==> config.mk <==
export PLATFORM = sky130hd
export DESIGN_NAME = scalar_kalman_filter
export DESIGN_NICKNAME = d
export VERILOG_FILES = /design/src/hdl/skf_pkg.sv /design/src/hdl/skf_seq.sv /design/src/hdl/scalar_kalman_filter.sv
export SDC_FILE = /design/constraint.sdc
export NUM_CORES = 2
export LEC_CHECK = 0
export BUFFER_PORTS_ARGS = -buffer_cell sky130_fd_sc_hd__buf_4
export CORE_AREA = 2 2 320 322
export DETAILED_ROUTE_END_ITERATION = 10
export DIE_AREA = 0 0 322 324
export PLACE_DENSITY_LB_ADDON = 0.05
export SLEW_MARGIN = 20
export SYNTH_ARGS = -nofsm -noshare
export SYNTH_HDL_FRONTEND = slang
export SYNTH_SLANG_ARGS = --single-unit
==> constraint.sdc <==
create_clock -name clk_i -period 18.9 [get_ports clk_i]
set_clock_uncertainty 0.15 [all_clocks]
set_input_delay 2.835 -clock clk_i [delete_from_list [all_inputs] [get_ports clk_i]]
set_output_delay 2.835 -clock clk_i [all_outputs]
set_load 0.02 [all_outputs]
==> src/hdl/skf_pkg.sv <==
// shared types, constants and the microcode table of the scalar kalman filter
package skf_pkg;

  localparam int unsigned DataW    = 32;
  localparam int unsigned CfgIdxW  = 1;
  localparam int unsigned StepW    = 4;

  localparam logic [DataW-1:0] ProcessNoiseRst     = 32'd655;
  localparam logic [DataW-1:0] MeasurementNoiseRst = 32'd6554;

  // configuration register indexes
  localparam logic [CfgIdxW-1:0] RegProcessNoise     = 1'b0;
  localparam logic [CfgIdxW-1:0] RegMeasurementNoise = 1'b1;

  // input op codes
  localparam logic OpSample  = 1'b0;
  localparam logic OpRestart = 1'b1;

  typedef enum logic [3:0] {
    U_FETCH,
    U_PP,
    U_DEN,
    U_DIV,
    U_DIFF,
    U_MUL_EST,
    U_UPD_EST,
    U_MUL_COV,
    U_UPD_COV,
    U_EMIT,
    U_GAIN_ONE
  } uop_e;

  typedef enum logic [2:0] {
    J_NEXT,
    J_ALWAYS,
    J_DISPATCH,
    J_DEN_ZERO,
    J_LOOP,
    J_WAIT_OUT
  } jump_e;

  // program step addresses
  localparam logic [StepW-1:0] StepFetch   = 4'd0;
  localparam logic [StepW-1:0] StepPp      = 4'd1;
  localparam logic [StepW-1:0] StepDen     = 4'd2;
  localparam logic [StepW-1:0] StepDiv     = 4'd3;
  localparam logic [StepW-1:0] StepDiff    = 4'd4;
  localparam logic [StepW-1:0] StepMulEst  = 4'd5;
  localparam logic [StepW-1:0] StepUpdEst  = 4'd6;
  localparam logic [StepW-1:0] StepMulCov  = 4'd7;
  localparam logic [StepW-1:0] StepUpdCov  = 4'd8;
  localparam logic [StepW-1:0] StepEmit    = 4'd9;
  localparam logic [StepW-1:0] StepGainOne = 4'd10;

  typedef struct packed {
    uop_e             uop;
    jump_e            jmp;
    logic [StepW-1:0] target;
    logic             cnt_load;
  } ucode_t;

  // sequencer to datapath
  typedef struct packed {
    uop_e uop;
    logic exec;
    logic take;
  } ctrl_t;

  // datapath to sequencer
  typedef struct packed {
    logic in_valid;
    logic restart;
    logic primed;
    logic den_zero;
    logic out_busy;
  } status_t;

  function automatic ucode_t ucode(input logic [StepW-1:0] step);
    ucode_t cw;
    cw = '{uop: U_FETCH, jmp: J_DISPATCH, target: StepEmit, cnt_load: 1'b0};
    case (step)
      StepFetch:   cw = '{U_FETCH,    J_DISPATCH, StepEmit,  1'b0};
      StepPp:      cw = '{U_PP,       J_NEXT,     StepFetch, 1'b0};
      StepDen:     cw = '{U_DEN,      J_DEN_ZERO, StepGainOne, 1'b1};
      StepDiv:     cw = '{U_DIV,      J_LOOP,     StepDiv,   1'b0};
      StepDiff:    cw = '{U_DIFF,     J_NEXT,     StepFetch, 1'b0};
      StepMulEst:  cw = '{U_MUL_EST,  J_NEXT,     StepFetch, 1'b0};
      StepUpdEst:  cw = '{U_UPD_EST,  J_NEXT,     StepFetch, 1'b0};
      StepMulCov:  cw = '{U_MUL_COV,  J_NEXT,     StepFetch, 1'b0};
      StepUpdCov:  cw = '{U_UPD_COV,  J_NEXT,     StepFetch, 1'b0};
      StepEmit:    cw = '{U_EMIT,     J_WAIT_OUT, StepFetch, 1'b0};
      StepGainOne: cw = '{U_GAIN_ONE, J_ALWAYS,   StepDiff,  1'b0};
      default:     cw = '{U_FETCH,    J_ALWAYS,   StepFetch, 1'b0};
    endcase
    return cw;
  endfunction

endpackage

==> src/hdl/skf_seq.sv <==
// microcode sequencer: step counter, control rom and loop counter
module skf_seq #(
  parameter int unsigned DivSteps = 17
) (
  input  logic              clk_i,
  input  logic              rst_ni,
  input  skf_pkg::status_t  status_i,
  output skf_pkg::ctrl_t    ctrl_o
);

  localparam int unsigned CntW = $clog2(DivSteps);
  localparam logic [CntW-1:0] CntLast = CntW'(DivSteps - 1);

  logic [skf_pkg::StepW-1:0] pc_q, pc_d, pc_inc;
  logic [CntW-1:0]           cnt_q, cnt_d;
  skf_pkg::ucode_t           cw;
  logic                      exec;

  assign cw     = skf_pkg::ucode(pc_q);
  assign pc_inc = pc_q + skf_pkg::StepW'(1);

  always_comb begin
    pc_d  = pc_inc;
    cnt_d = cnt_q;
    exec  = 1'b1;
    if (cw.cnt_load) begin
      cnt_d = CntLast;
    end
    case (cw.jmp)
      skf_pkg::J_NEXT: begin
        pc_d = pc_inc;
      end
      skf_pkg::J_ALWAYS: begin
        pc_d = cw.target;
      end
      skf_pkg::J_DISPATCH: begin
        exec = status_i.in_valid;
        if (!status_i.in_valid || status_i.restart) begin
          pc_d = pc_q;
        end else if (!status_i.primed) begin
          pc_d = cw.target;
        end else begin
          pc_d = pc_inc;
        end
      end
      skf_pkg::J_DEN_ZERO: begin
        pc_d = status_i.den_zero ? cw.target : pc_inc;
      end
      skf_pkg::J_LOOP: begin
        if (cnt_q != '0) begin
          pc_d  = cw.target;
          cnt_d = cnt_q - CntW'(1);
        end else begin
          pc_d = pc_inc;
        end
      end
      skf_pkg::J_WAIT_OUT: begin
        exec = !status_i.out_busy;
        pc_d = status_i.out_busy ? pc_q : cw.target;
      end
      default: begin
        pc_d = skf_pkg::StepFetch;
      end
    endcase
  end

  always_ff @(posedge clk_i or negedge rst_ni) begin
    if (!rst_ni) begin
      pc_q  <= skf_pkg::StepFetch;
      cnt_q <= '0;
    end else begin
      pc_q  <= pc_d;
      cnt_q <= cnt_d;
    end
  end

  assign ctrl_o.uop  = cw.uop;
  assign ctrl_o.exec = exec;
  assign ctrl_o.take = (cw.jmp == skf_pkg::J_DISPATCH);

endmodule

==> src/hdl/scalar_kalman_filter.sv <==
// one-dimensional kalman filter: top level with datapath, config and output register
// A sample goes from acceptance through the pp, denominator, gain divide, difference,
// estimate update, covariance update and emit steps to its result, most of the time
// spent in the restoring gain divider, which produces one quotient bit per cycle. The
// first sample after reset or restart is passed through straight to the emit step; a
// restart item gives no result. Items are taken one at a time: s_axis_tready is high
// only while the sequencer waits for input, and a finished estimate sits in an output
// register so the next item can be taken while the estimate still waits to be read.
module scalar_kalman_filter #(
  parameter int unsigned FRAC_BITS = 16
) (
  input  logic                            clk_i,
  input  logic                            rst_ni,
  // config write channel
  input  logic                            cfg_valid_i,
  output logic                            cfg_ready_o,
  input  logic [skf_pkg::CfgIdxW-1:0]     cfg_index_i,
  input  logic [skf_pkg::DataW-1:0]       cfg_data_i,
  // input stream
  input  logic                            s_axis_tvalid,
  output logic                            s_axis_tready,
  input  logic [skf_pkg::DataW-1:0]       s_axis_tdata,   // [31:0] sample
  input  logic                            s_axis_tuser,   // [0] op
  // output stream
  output logic                            m_axis_tvalid,
  input  logic                            m_axis_tready,
  output logic [skf_pkg::DataW-1:0]       m_axis_tdata    // [31:0] estimate
);

  localparam int unsigned GW = FRAC_BITS + 1;
  localparam int unsigned PW = GW + 34;
  localparam logic [GW-1:0] GainOne = {1'b1, {FRAC_BITS{1'b0}}};
  localparam logic [31:0]   CovOne  = 32'(GainOne);

  skf_pkg::ctrl_t   ctrl;
  skf_pkg::status_t status;

  logic [31:0]        q_q, r_q;
  logic               primed_q;
  logic signed [31:0] est_q, est_d;
  logic [31:0]        cov_q;
  logic signed [31:0] z_q;
  logic [31:0]        pp_q, pp_d;
  logic [32:0]        den_q, den_d;
  logic [33:0]        rem_q, rem_keep;
  logic [34:0]        trial;
  logic               ge;
  logic [GW-1:0]      quo_q;
  logic signed [32:0] diff_q;
  logic signed [PW-1:0] prod_q, mul_est;
  logic [GW+31:0]     mul_cov;
  logic [32:0]        cov_sum;
  logic signed [34:0] est_sum;
  logic               out_valid_q;
  logic [31:0]        out_data_q;
  logic               fire;

  skf_seq #(
    .DivSteps(GW)
  ) u_seq (
    .clk_i   (clk_i),
    .rst_ni  (rst_ni),
    .status_i(status),
    .ctrl_o  (ctrl)
  );

  assign cfg_ready_o   = 1'b1;
  assign s_axis_tready = ctrl.take;

  assign status.in_valid = s_axis_tvalid;
  assign status.restart  = (s_axis_tuser == skf_pkg::OpRestart);
  assign status.primed   = primed_q;
  assign status.den_zero = (den_d == '0);
  assign status.out_busy = out_valid_q && !m_axis_tready;

  assign fire = ctrl.exec;

  // saturating p + q
  assign cov_sum = {1'b0, cov_q} + {1'b0, q_q};
  assign pp_d    = cov_sum[32] ? '1 : cov_sum[31:0];
  assign den_d   = {1'b0, pp_q} + {1'b0, r_q};

  // one restoring divide step
  assign trial    = {1'b0, rem_q} - {2'b00, den_q};
  assign ge       = !trial[34];
  assign rem_keep = ge ? trial[33:0] : rem_q;

  assign mul_est = $signed({1'b0, quo_q}) * diff_q;
  assign mul_cov = (GainOne - quo_q) * pp_q;

  // floor shift of the correction, then saturate to 32 bits
  assign est_sum = {{3{est_q[31]}}, est_q} + prod_q[PW-1:FRAC_BITS];
  always_comb begin
    if (!est_sum[34] && (est_sum[33:31] != 3'b000)) begin
      est_d = 32'sh7fffffff;
    end else if (est_sum[34] && (est_sum[33:31] != 3'b111)) begin
      est_d = 32'sh80000000;
    end else begin
      est_d = est_sum[31:0];
    end
  end

  always_ff @(posedge clk_i or negedge rst_ni) begin
    if (!rst_ni) begin
      q_q         <= skf_pkg::ProcessNoiseRst;
      r_q         <= skf_pkg::MeasurementNoiseRst;
      primed_q    <= 1'b0;
      est_q       <= '0;
      cov_q       <= CovOne;
      out_valid_q <= 1'b0;
    end else begin
      if (cfg_valid_i) begin
        case (cfg_index_i)
          skf_pkg::RegProcessNoise:     q_q <= cfg_data_i;
          skf_pkg::RegMeasurementNoise: r_q <= cfg_data_i;
          default: ;
        endcase
      end
      // a new estimate wins over the read of the old one
      if (fire && (ctrl.uop == skf_pkg::U_EMIT)) begin
        out_valid_q <= 1'b1;
      end else if (m_axis_tready) begin
        out_valid_q <= 1'b0;
      end
      if (fire) begin
        case (ctrl.uop)
          skf_pkg::U_FETCH: begin
            if (s_axis_tuser == skf_pkg::OpRestart) begin
              primed_q <= 1'b0;
              est_q    <= '0;
              cov_q    <= CovOne;
            end else if (!primed_q) begin
              primed_q <= 1'b1;
              est_q    <= s_axis_tdata;
            end
          end
          skf_pkg::U_UPD_EST: est_q       <= est_d;
          skf_pkg::U_UPD_COV: cov_q       <= prod_q[FRAC_BITS+31:FRAC_BITS];
          default: ;
        endcase
      end
    end
  end

  // datapath payload registers
  always_ff @(posedge clk_i) begin
    if (fire) begin
      case (ctrl.uop)
        skf_pkg::U_FETCH:    z_q        <= s_axis_tdata;
        skf_pkg::U_PP:       pp_q       <= pp_d;
        skf_pkg::U_DEN: begin
          den_q <= den_d;
          rem_q <= {2'b00, pp_q};
        end
        skf_pkg::U_DIV: begin
          rem_q <= {rem_keep[32:0], 1'b0};
          quo_q <= {quo_q[GW-2:0], ge};
        end
        skf_pkg::U_GAIN_ONE: quo_q      <= GainOne;
        skf_pkg::U_DIFF:     diff_q     <= {z_q[31], z_q} - {est_q[31], est_q};
        skf_pkg::U_MUL_EST:  prod_q     <= mul_est;
        skf_pkg::U_MUL_COV:  prod_q     <= $signed({2'b00, mul_cov});
        skf_pkg::U_EMIT:     out_data_q <= est_q;
        default: ;
      endcase
    end
  end

  assign m_axis_tvalid = out_valid_q;
  assign m_axis_tdata  = out_data_q;

endmodule

==> flow_metrics.tcl <==
set metrics [dict create \
    htreeDepth 2 \
    endpoint_kind "register" \
    crit_top_cell "fa_1" \
    fillCellCount 8584 \
    post_cts_buffers 0 \
    grt_start_max_net_pins 72 \
    place_hpwl_um 126000 \
    synth_top_cell_by_area "fa_1" \
    arrival_ps 8970 \
    whs_endpoint "cov_q[16]" \
    avgRoutedWirePerCell_um 21.2 \
    drt_pre_antenna_iters 5 \
    max_slew_margin_pct 20.6 \
    nNetsFinal 7937 \
    worst-path-max-fanout 32 \
    rr_worst_depth 31 \
    cts_tree "built" \
    ant_nets 0 \
    antenna_found_initial 4 \
    syn-instance-count 6480 \
    cts_sinks 387 \
    slowest_stage "fa_1" \
    cts_root_buf "clkbuf_16" \
    r2r_start "quo_q[4]" \
    hp-start "cov_q[16]" \
    grt_pass1_vias 46100 \
    setup_tns_ps 0 \
    async_flop_share_pct 35.9 \
    cts_hold_buf 0 \
    vias 44600 \
    syn_to_final_growth_pct 6.26 \
    synth_top_cell_area_share_pct 33.9 \
    clkTransAtPathRegs_ps 70 \
    grt_usage_pct 32.6 \
    place_congestion 0.932 \
    rrSetupSlack_ps 10230 \
    synth_ff_type "edfxtp_1" \
    outcome "finished, final reports clean" \
    critPathTopFamily "adder cells" \
    clockBufferDepth 3 \
    grt_pass1_wl_um 261000 \
    met1_usage_pct 43.5 \
    finalSetupViolCount 0 \
    regToRegEndpoint "prod_q[48]" \
    hold_viol 0 \
    ctsResizeCount 0 \
    ys_types 87 \
    critical_path_required_ps 19200 \
    wirelength_um 164000 \
    drive_gt1_share_pct 6.42 \
    rsz0062_at_grt "false" \
    final-max-slew-violation-count 0 \
    start_kind "register" \
    dieArea_um2 104000 \
    vias_per_cell 5.75 \
    synthTopCellsByArea "fa_1, edfxtp_1, ha_1, inv_1, nand2_1" \
    num_io_pins 106 \
    finalCriticalPeriod_ps 8670 \
    portBuffers 104 \
    drv_cap 0 \
    synth_edf_count 248 \
    worstSkewPairLatency_ps 620 \
    critPathBufInv 4 \
    start_util_pct 59.5 \
    die_w_um 322 \
    synth-seq-cells 387 \
    syn_area_um2 60100 \
    syn_nets 8002 \
    fp.coreArea_um2 101000 \
    grt-ovfl-total 0 \
    avgSynthCellArea_um2 9.27 \
    worstSetupPathType "register to register" \
    die_y_um 324 \
    met3_usage_pct 4.41 \
    max_freq_mhz 115 \
    gr-usage-met2_pct 54.2 \
    synth_warnings 0 \
    period_share_pct 45.9 \
    cp_slowest_stage_delay_ps 550 \
    drt_iter0_drc 2941 \
    hp-class "register to register" \
    yosysSeqAreaShare_pct 18.2 \
    drcViolationCount 0 \
    cts_buffers 45 \
    busiest_layer "met2" \
    holdPathStages 2 \
    worst_pin_slew_ps 1190 \
    rows 117 \
]
==> worst register-to-register path: cells and delay by family, from the launching register on <==
family | cells | cell delay, ps
adders and majority gates | 7 | 3270
and+or+nand+nor | 11 | 2540
AOI/OAI and AO/OA | 8 | 1460
buffers and inverters | 4 | 540
DFF | 1 | 400
xor gates and xnor gates | 1 | 150
==> cells in the mapped netlist (24+ instances only) <==
library cell / number
a21o_1: 102
a21oi_1: 275
a22o_1: 31
a22oi_1: 35
a31oi_1: 24
and2_1: 351
and3_1: 27
clkbuf_1: 277
dfrtp_1: 125
edfxtp_1: 248
fa_1: 1018
ha_1: 433
inv_1: 1301
mux2_2: 65
mux2i_1: 39
nand2_1: 957
nand2b_1: 41
nand3_1: 58
nand4_1: 31
nor2_1: 213
nor2b_1: 43
nor3_1: 45
nor3b_1: 36
o21a_1: 32
o21ai_0: 126
o21bai_1: 25
xnor2_1: 148
xor2_1: 71
==> kinds of logic after synthesis <==
group / count (synthesis) / share of synthesized area (%)
simple gates: 1889 / 14.8
buf+inv: 1602 / 10.0
fa+ha+maj: 1451 / 42.9
compound gates: 827 / 8.94
flops: 387 / 18.2
xor+xnor: 219 / 3.19
mux: 104 / 1.87
other cells: 1 / 0.00624
==> registers in the layout, summed over array words and instances (netlist names) <==
| name | flops |
|---|---|
| cov_q | 32 |
| den_q | 33 |
| diff_q | 33 |
| est_q | 32 |
| m_axis_tdata | 32 |
| m_axis_tvalid | 1 |
| pp_q | 32 |
| primed_q | 1 |
| prod_q | 35 |
| q_q | 32 |
| quo_q | 17 |
| r_q | 32 |
| rem_q | 34 |
| u_seq.cnt_q | 5 |
| u_seq.pc_q | 4 |
| z_q | 32 |
==> final cells by class <==
| type | count | area, um^2 | share of cell area, % |
|---|---|---|---|
| Antenna cell | 2 | 5.00 | 0.00784 |
| Clock buffer | 57 | 1240 | 1.95 |
| Clock inverter | 27 | 373 | 0.584 |
| Inverter | 1301 | 4880 | 7.65 |
| Multi-Input combinational cell | 4491 | 43300 | 67.9 |
| Sequential cell | 387 | 10900 | 17.1 |
| Tap cell | 1309 | 1640 | 2.57 |
| Timing Repair Buffer | 189 | 1440 | 2.25 |
==> placed cells by master, fill, tap and decap left out, types with 39 or more instances in the layout <==
cell type	n
inv_1	1301
a21oi_1	275
buf_4	187
dfrtp_1	125
and2_1	350
o21ai_0	126
nand2_1	957
fa_1	1018
nand2b_1	41
ha_1	433
mux2_2	65
nor2b_1	42
nor3_1	41
mux2i_1	39
nand3_1	58
edfxtp_1	248
nor2_1	205
xor2_1	65
a21o_1	101
xnor2_1	139
clkbuf_16	48
==> layer usage <==
metal	vias up	part of all wire, %
met1	22600	41
met2	1549	47
met4	6	4.8
li1	20100	-
met5	-	0.027
met3	352	6.6
==> how the worst max path moves through the flow <==
stage                       to      from  slack [ps]  cells after the start
finish              prod_q[48]  quo_q[4]       10230                     31
global route        prod_q[48]  quo_q[4]        9630                     31
CTS                 prod_q[48]  quo_q[4]       10290                     31
detailed placement  prod_q[48]  quo_q[4]       10310                     31
global placement    prod_q[48]  quo_q[4]       10380                     31
floorplan           prod_q[48]  quo_q[4]       10960                     30
==> through the flow <==
step / utilization [%] / cell area (um^2) / cells / setup WS, ps / hold WS [ps]
after floorplan: - / 60100 / 6480 / 10960 / 293
after global placement: 61.6 / 62200 / 7676 / 10380 / 334
after detailed placement: 61.6 / 62200 / 7676 / 10310 / 343
after CTS: 63.2 / 63800 / 7760 / 10290 / 355
after global routing: 63.2 / 63800 / 7761 / 9630 / 381
final: 63.2 / 63800 / 7763 / 10230 / 356
Power is not shown: default switching activity piles up to over one toggle a cycle in this logic, so the estimate is an artifact.
